**src/rtl/bcdc_pkg.sv**
```systemverilog
// ----------------------------------------------------------------------------
// bcdc_pkg
// Types, constants and digit helpers for the BCD clock with button set.
// ----------------------------------------------------------------------------
package bcdc_pkg;

  localparam int unsigned NumDigits = 6;
  localparam logic [2:0]  LastDigit = 3'(NumDigits - 1);

  localparam logic [16:0] PressMax      = 17'h1FFFF;
  localparam logic [23:0] TimeWrap      = 24'h235959;
  localparam logic [7:0]  SegBlank      = 8'hFF;

  localparam logic [16:0] ShortMinReset = 17'd3000;
  localparam logic [16:0] LongMinReset  = 17'd25000;
  localparam logic [16:0] TimeoutReset  = 17'd70000;
  localparam logic [7:0]  BlinkReset    = 8'd50;

  typedef enum logic [1:0] {
    CfgShortMin  = 2'd0,
    CfgLongMin   = 2'd1,
    CfgTimeout   = 2'd2,
    CfgBlinkHalf = 2'd3
  } bcdc_cfg_idx_e;

  typedef struct packed {
    logic [16:0] short_min;
    logic [16:0] long_min;
    logic [16:0] timeout;
    logic [7:0]  blink_half;
  } bcdc_cfg_t;

  typedef struct packed {
    logic [23:0] time_bcd;
    logic        set_mode;
    logic [2:0]  set_pos;
    logic        await_rel;
    logic [16:0] press_len;
    logic [2:0]  scan_pos;
    logic [7:0]  blink_cnt;
    logic        blink_shown;
    logic        last_btn;
  } bcdc_state_t;

  typedef struct packed {
    logic [7:0]  segments;
    logic [5:0]  digit_enable;
    logic [21:0] time_value;
    logic        setting_active;
    logic [2:0]  selected_digit;
  } bcdc_result_t;

  function automatic logic [3:0] get_nib(logic [23:0] t, logic [2:0] k);
    logic [3:0] r;
    case (k)
      3'd0:    r = t[3:0];
      3'd1:    r = t[7:4];
      3'd2:    r = t[11:8];
      3'd3:    r = t[15:12];
      3'd4:    r = t[19:16];
      3'd5:    r = t[23:20];
      default: r = 4'd0;
    endcase
    return r;
  endfunction

  function automatic logic [3:0] digit_max(logic [23:0] t, logic [2:0] k);
    logic [3:0] r;
    case (k) inside
      3'd1, 3'd3: r = 4'd5;
      3'd4:       r = (t[23:20] == 4'd2) ? 4'd3 : 4'd9;
      3'd5:       r = (t[19:16] > 4'd3) ? 4'd1 : 4'd2;
      default:    r = 4'd9;
    endcase
    return r;
  endfunction

  function automatic logic [23:0] tick_second(logic [23:0] t);
    logic [23:0] r;
    logic        carry;
    logic [3:0]  d;
    logic [3:0]  mx;
    r     = t;
    carry = 1'b1;
    if (t == TimeWrap) begin
      r = '0;
    end else begin
      for (int k = 0; k < NumDigits; k++) begin
        d  = r[4*k +: 4];
        mx = digit_max(r, 3'(k));
        if (carry) begin
          if (d < mx) begin
            r[4*k +: 4] = d + 4'd1;
            carry       = 1'b0;
          end else begin
            r[4*k +: 4] = 4'd0;
          end
        end
      end
    end
    return r;
  endfunction

  function automatic logic [23:0] bump_digit(logic [23:0] t, logic [2:0] p);
    logic [23:0] r;
    logic [3:0]  v;
    v = get_nib(t, p);
    v = (v >= digit_max(t, p)) ? 4'd0 : v + 4'd1;
    r = t;
    for (int k = 0; k < NumDigits; k++) begin
      if (p == 3'(k)) r[4*k +: 4] = v;
    end
    return r;
  endfunction

  function automatic logic [7:0] seg_code(logic [3:0] d);
    logic [7:0] r;
    case (d)
      4'd0:    r = 8'hC0;
      4'd1:    r = 8'hF9;
      4'd2:    r = 8'hA4;
      4'd3:    r = 8'hB0;
      4'd4:    r = 8'h99;
      4'd5:    r = 8'h92;
      4'd6:    r = 8'h82;
      4'd7:    r = 8'hF8;
      4'd8:    r = 8'h80;
      4'd9:    r = 8'h90;
      default: r = SegBlank;
    endcase
    return r;
  endfunction

endpackage

```
**src/rtl/bcdc_step.sv**
```systemverilog
// ----------------------------------------------------------------------------
// bcdc_step
// Next-state and display logic for one sample: button, second tick, scan.
// ----------------------------------------------------------------------------
module bcdc_step (
  input  bcdc_pkg::bcdc_cfg_t    cfg_i,
  input  bcdc_pkg::bcdc_state_t  state_i,
  input  logic                   second_tick_i,
  input  logic                   scan_tick_i,
  input  logic                   button_level_i,
  output bcdc_pkg::bcdc_state_t  state_o,
  output bcdc_pkg::bcdc_result_t result_o
);
  import bcdc_pkg::*;

  bcdc_state_t s;
  logic        adv;
  logic        inc;
  logic [7:0]  half;
  logic [8:0]  cnt_nx;
  logic        blank;

  assign half = (cfg_i.blink_half == 8'd0) ? 8'd1 : cfg_i.blink_half;

  always_comb begin
    s      = state_i;
    adv    = 1'b0;
    inc    = 1'b0;
    cnt_nx = {1'b0, state_i.blink_cnt} + 9'd1;

    if (!s.set_mode) begin
      if (button_level_i && !s.last_btn) begin
        s.set_mode    = 1'b1;
        s.time_bcd    = '0;
        s.set_pos     = '0;
        s.await_rel   = 1'b1;
        s.press_len   = '0;
        s.blink_cnt   = '0;
        s.blink_shown = 1'b0;
      end
    end else if (s.await_rel) begin
      if (!button_level_i) s.await_rel = 1'b0;
      s.press_len = '0;
    end else if (button_level_i) begin
      if (s.press_len != PressMax) s.press_len = s.press_len + 17'd1;
      if (s.press_len >= cfg_i.timeout) begin
        s.press_len = '0;
        s.await_rel = 1'b1;
        adv         = 1'b1;
      end
    end else if (s.press_len != '0) begin
      if (s.press_len >= cfg_i.long_min) begin
        adv = 1'b1;
      end else if (s.press_len > cfg_i.short_min) begin
        inc = 1'b1;
      end
      s.press_len = '0;
    end

    if (adv) begin
      if (s.set_pos == LastDigit) begin
        s.set_mode = 1'b0;
        s.set_pos  = '0;
      end else begin
        s.set_pos = s.set_pos + 3'd1;
      end
    end
    if (inc) s.time_bcd = bump_digit(s.time_bcd, s.set_pos);

    s.last_btn = button_level_i;

    if (second_tick_i && !s.set_mode) s.time_bcd = tick_second(s.time_bcd);

    if (scan_tick_i) begin
      if (s.scan_pos == LastDigit) begin
        s.scan_pos = '0;
        cnt_nx     = {1'b0, s.blink_cnt} + 9'd1;
        if (s.set_mode) begin
          if (cnt_nx >= {1'b0, half}) begin
            s.blink_cnt   = '0;
            s.blink_shown = !s.blink_shown;
          end else begin
            s.blink_cnt = cnt_nx[7:0];
          end
        end
      end else begin
        s.scan_pos = s.scan_pos + 3'd1;
      end
    end
  end

  assign state_o = s;
  assign blank   = s.set_mode && !s.blink_shown && (s.scan_pos == s.set_pos);

  always_comb begin
    result_o.segments       = blank ? SegBlank : seg_code(get_nib(s.time_bcd, s.scan_pos));
    result_o.digit_enable   = blank ? 6'd0 : (6'd1 << s.scan_pos);
    result_o.time_value     = s.time_bcd[21:0];
    result_o.setting_active = s.set_mode;
    result_o.selected_digit = s.set_mode ? s.set_pos : 3'd0;
  end

endmodule

```
**src/rtl/bcd_clock_with_button_set_core.sv**
```systemverilog
// ----------------------------------------------------------------------------
// bcd_clock_with_button_set_core
// 24-hour BCD clock with one-button set and multiplexed seven-segment drive.
// ----------------------------------------------------------------------------
// Pipeline: input register, then the step logic into the state and result
// registers. Throughput: one sample per cycle while the output is not stalled;
// under output stall the result is held and a held input item stalls the input.
// Reset: time, mode, counters and handshake clear; registers take their
// default thresholds (3000, 25000, 70000, 50).
module bcd_clock_with_button_set_core (
  input  logic        clk_i,
  input  logic        rst_ni,
  input  logic        cfg_we_i,
  input  logic [1:0]  cfg_index_i,
  input  logic [16:0] cfg_data_i,
  input  logic        in_valid_i,
  output logic        in_stall_o,
  input  logic        second_tick_i,
  input  logic        scan_tick_i,
  input  logic        button_level_i,
  output logic        out_valid_o,
  input  logic        out_stall_i,
  output logic [7:0]  segments_o,
  output logic [5:0]  digit_enable_o,
  output logic [21:0] time_value_o,
  output logic        setting_active_o,
  output logic [2:0]  selected_digit_o
);
  import bcdc_pkg::*;

  bcdc_cfg_t    cfg_q;
  bcdc_state_t  state_q, state_d;
  bcdc_result_t result_q, result_d;
  logic         in_valid_q;
  logic         sec_q, scan_q, btn_q;
  logic         out_valid_q;
  logic         advance;
  logic         fire;
  logic         accept;

  assign advance    = !out_valid_q || !out_stall_i;
  assign fire       = in_valid_q && advance;
  assign in_stall_o = in_valid_q && !advance;
  assign accept     = in_valid_i && !in_stall_o;

  always_ff @(posedge clk_i or negedge rst_ni) begin
    if (!rst_ni) begin
      cfg_q.short_min  <= ShortMinReset;
      cfg_q.long_min   <= LongMinReset;
      cfg_q.timeout    <= TimeoutReset;
      cfg_q.blink_half <= BlinkReset;
    end else if (cfg_we_i) begin
      unique case (bcdc_cfg_idx_e'(cfg_index_i))
        CfgShortMin:  cfg_q.short_min  <= cfg_data_i;
        CfgLongMin:   cfg_q.long_min   <= cfg_data_i;
        CfgTimeout:   cfg_q.timeout    <= cfg_data_i;
        CfgBlinkHalf: cfg_q.blink_half <= cfg_data_i[7:0];
        default:      ;
      endcase
    end
  end

  always_ff @(posedge clk_i or negedge rst_ni) begin
    if (!rst_ni) begin
      in_valid_q  <= 1'b0;
      out_valid_q <= 1'b0;
      state_q     <= '0;
    end else begin
      if (accept) begin
        in_valid_q <= 1'b1;
      end else if (fire) begin
        in_valid_q <= 1'b0;
      end
      if (fire) begin
        out_valid_q <= 1'b1;
        state_q     <= state_d;
      end else if (!out_stall_i) begin
        out_valid_q <= 1'b0;
      end
    end
  end

  always_ff @(posedge clk_i) begin
    if (accept) begin
      sec_q  <= second_tick_i;
      scan_q <= scan_tick_i;
      btn_q  <= button_level_i;
    end
    if (fire) result_q <= result_d;
  end

  bcdc_step u_step (
    .cfg_i          (cfg_q),
    .state_i        (state_q),
    .second_tick_i  (sec_q),
    .scan_tick_i    (scan_q),
    .button_level_i (btn_q),
    .state_o        (state_d),
    .result_o       (result_d)
  );

  assign out_valid_o      = out_valid_q;
  assign segments_o       = result_q.segments;
  assign digit_enable_o   = result_q.digit_enable;
  assign time_value_o     = result_q.time_value;
  assign setting_active_o = result_q.setting_active;
  assign selected_digit_o = result_q.selected_digit;

`ifndef SYNTHESIS
  a_stall_needs_item: assert property (@(posedge clk_i) disable iff (!rst_ni)
    in_stall_o |-> in_valid_q && out_valid_q)
    else $error("input stalled without a held item");

  a_enable_onehot0: assert property (@(posedge clk_i) disable iff (!rst_ni)
    out_valid_o |-> $onehot0(digit_enable_o))
    else $error("digit enable not one-hot");

  a_run_digit_zero: assert property (@(posedge clk_i) disable iff (!rst_ni)
    out_valid_o && !setting_active_o |-> selected_digit_o == 3'd0)
    else $error("selected digit nonzero in run mode");

  a_positions_legal: assert property (@(posedge clk_i) disable iff (!rst_ni)
    state_q.scan_pos <= LastDigit && state_q.set_pos <= LastDigit)
    else $error("digit position out of range");

  a_state_holds: assert property (@(posedge clk_i) disable iff (!rst_ni)
    !fire |=> $stable(state_q))
    else $error("state changed without a sample");
`endif

endmodule
```
**config.mk**
```make
export PLATFORM = sky130hd
export DESIGN_NAME = bcd_clock_with_button_set_core
export DESIGN_NICKNAME = d
export VERILOG_FILES = /design/src/rtl/bcdc_pkg.sv /design/src/rtl/bcdc_step.sv /design/src/rtl/bcd_clock_with_button_set_core.sv
export SDC_FILE = /design/constraint.sdc
export NUM_CORES = 1
export LEC_CHECK = 0
export BUFFER_PORTS_ARGS = -buffer_cell sky130_fd_sc_hd__buf_2
export CAP_MARGIN = 25
export CORE_MARGIN = 3
export CORE_UTILIZATION = 45
export DETAILED_ROUTE_END_ITERATION = 12
export MAX_ROUTING_LAYER = met4
export PLACE_DENSITY = 0.66
export REMOVE_ABC_BUFFERS = 1
export SLEW_MARGIN = 30
export SYNTH_ARGS = -nofsm -noshare
export SYNTH_HDL_FRONTEND = slang
export SYNTH_HIERARCHICAL = 1
export SYNTH_SLANG_ARGS = --single-unit
```
**constraint.sdc**
```tcl
create_clock -name clk_i -period 8.3 [get_ports clk_i]
set_input_delay 2.075 -clock clk_i [delete_from_list [all_inputs] [get_ports clk_i]]
set_output_delay 2.075 -clock clk_i [all_outputs]
set_load 0.005 [all_outputs]
```
==> results.ini <==
[power_and_ir_drop]
total_power_mw=5.06
peakVddDrop_mv=0.145
power.density_mw_per_mm2=339
leakage_nw=6.61

[final_layout]
stdcell_count=1805
final_core_util=0.566
final_area_mm2=0.0149
ff_latch_area_mm2=0.00432
fillers=2359
multiInputGateArea_mm2=0.00765
diodes=0
final_nets=1572
area_delta_synth_final_pct=21.7
layout-drive-gt1-share=0.356

[route]
num_vias=10800
wl_per_cell_um=20.8
drt_iter0_drc=851
vias_per_cell=5.98
ant_nets=0
dr.pass1.iters=5
wl_mm=37.5
drc=0

[global_routing]
grt_first_pass_wirelength_mm=57.7
grt_pass1_vias=10600
grt_max_degree=75
antenna_found_initial=0
globalRouteOverflowTotal=0
grt_use_total=0.258

[critical_path]
crit_slowest_cell=dfrtp_1
path_max_fanout=5
critPathMaxStageDelay_ps=400
crit_arrival_ps=8550
crit_type=reg -> reg
r2r_cells=49
cp-start-kind=flip-flop
end_kind=flip-flop
worst_ep_required_time_ps=8590

[die]
chipHeight_um=171
rows=59
dieArea_mm2=0.0293
die_x_um=171
start_util=0.465
io_pins=69
core-area_mm2=0.0264

[clock_tree]
clock_path_buffers=2
numCtsBuffers=17
cts_tree=done
h-tree-depth=4
ctsHoldBuffers=0
cts.sinks=163
root_buffer=clkbuf_16
insertion_delay_ps=440
clkTransAtPathRegs_ps=70

[timing]
tns_ps=0
fin_crit_sh=0.996
fin_worst_skew_ps=14.5
slew_violations=0
rsz0062_at_grt=yes
layout_min_cycle_time_ps=8270
setup_viol=0
fmax_ghz=0.121
relSlewSlack=0.409
tightest_slew_ps=882
hold_viol=0

[yosys]
synth-async-reset-ratio=0.736
synth_enable_flop_cells=43
synth_xor_area_frac=0.0235
synthFlopType=dfrtp_1
synthTopCellsByArea=dfrtp_1 20%, mux2_2 12%, edfxtp_1 11%
ys_seq_area_frac=0.352
syn_inst=1286
synth.mux.area_fraction=0.124
post-synth-top-area-fraction=0.200
synth-compound-area-share=0.175
yosysWarnings=6
synth-simple-area-share=0.172
synth_cell_types=106
netlist_area_mm2=0.0123
avgSynthCellArea_um2=9.55
synth_top_family_by_area=compound AO/OA/AOI/OAI gates
yosys.area_share.adder=0.0896
ys_seq_elements=163
yosys.area.top_type=dfrtp_1

[status]
status=completed

[flow_run]
maxCapViolCount=0

[hold_path]
hp-class=reg -> reg
hold_depth=1

[place]
dpl_cell_area_mm2=0.0137
dp_hpwl_mm=27.9
io_buffers=68
dp.cells=1758
gp_congestion=1.04

[through the flow]
step                hold WS, ps  setup slack (ps)
floorplan                   443              -608
global placement            467              9.21
detailed placement          474              -278
CTS                         500              8.56
global route                524              -390
finish                      495              31.8
[registers in the layout, summed over array words and instances, names as in the netlist, 3 cells and up]
register,cells
digit_enable_o,6
cfg_q,59
state_q,59
segments_o,8
time_value_o,22
selected_digit_o,3
[placed cells by master, fill, tap and decap left out, types with 8 or more instances in the layout]
cell and n:
nor4_1 12, nor2b_1 9, xor2_1 9, a211oi_1 10
a21oi_2 8, and3_1 13, o21ai_0 45, clkbuf_16 19
dfstp_2 22, nand3_1 43, o211ai_1 11, a21oi_1 44
a21o_1 20, dfrtp_1 98, a31oi_1 11, nor2_1 79
o22ai_1 9, inv_1 90, buf_2 67, ha_1 78
nand2b_1 11, mux2_2 125, o21a_1 13, edfxtp_1 43
nand2_1 83, nand4_1 16, buf_4 151, xnor2_1 22
a22o_1 9, o21ai_1 9, mux2i_1 10, and2_1 14
nor3_1 33
[report_power, final]
part / switching [mW] / internal [mW] / leakage, nW
Sequential: 0.149 / 1.06 / 1.86
Combinational: 1.65 / 1.33 / 4.45
Clock: 0.377 / 0.491 / 0.307
[cell families (layout without fill, tap and decap cells)]
family	Yosys count	in the layout
AND/OR/NAND/NOR	398	398
buffers and inverters	170	354
XOR/XNOR	33	33
other	1	1
adder cells (fa/ha/maj)	88	88
flip-flops	163	163
AO/OA/AOI/OAI	296	296
multiplexers	137	137
[critical path: cells and delay by family (launching register included)]
kind,cells,cell delay (ps)
DFF,1,400
buffers and inverters,10,1040
adders and majority gates,6,1180
and+or+nand+nor,16,2470
muxes,1,270
xor gates and xnor gates,1,150
AOI/OAI and AO/OA,15,2560
[Yosys cell counts (all sizes together) (16+ instances only)]
library cell,number
nor2,90
nand3,49
nand2,88
buf,47
edfxtp,43
mux2,126
o21ai,59
a21o,21
xnor2,24
nor3,41
ha,88
a21oi,52
dfrtp,98
nand4,16
inv,95
dfstp,22
nor4,16
clkbuf,27
[repair_timing]
| action | 4_1_cts | 5_1_grt |
|---|---|---|
| resized for setup | 11 | 102 |
| pin swaps | 2 | 52 |
| endpoints found under the hold margin | 0 | 0 |
| endpoints found under the setup margin | 9 | 12 |
| buffers inserted | 1 | 14 |
[layout make-up]
class,count,area share
Multi-Input combinational cell,953,0.512
Sequential cell,163,0.289
Timing Repair Buffer,226,0.105
Clock buffer,20,0.0321
Tap cell,335,0.0280
Inverter,96,0.0244
Clock inverter,12,0.0101
[path summary, 6_finish.rpt]
path	startpoint	endpoint	slack, ps
min in group asynchronous	rst_ni	cfg_q[54]	1660
max in group asynchronous	rst_ni	state_q[40]	5520
worst min register to register	in_valid_q	out_valid_o	490
worst min-delay path	in_valid_q	out_valid_o	490
worst max-delay path	state_q[13]	segments_o[3]	30
worst max register to register	state_q[13]	segments_o[3]	30
[per-layer routing]
layer | routed length (um) | up-vias | track usage
li1 | - | 5070 | -
met3 | 1820 | 111 | 0.0379
met4 | 1930 | 0 | 0.127
met5 | 0 | - | -
met2 | 18100 | 424 | 0.421
met1 | 15600 | 5197 | 0.314
(Power assumes the default switching activity.)
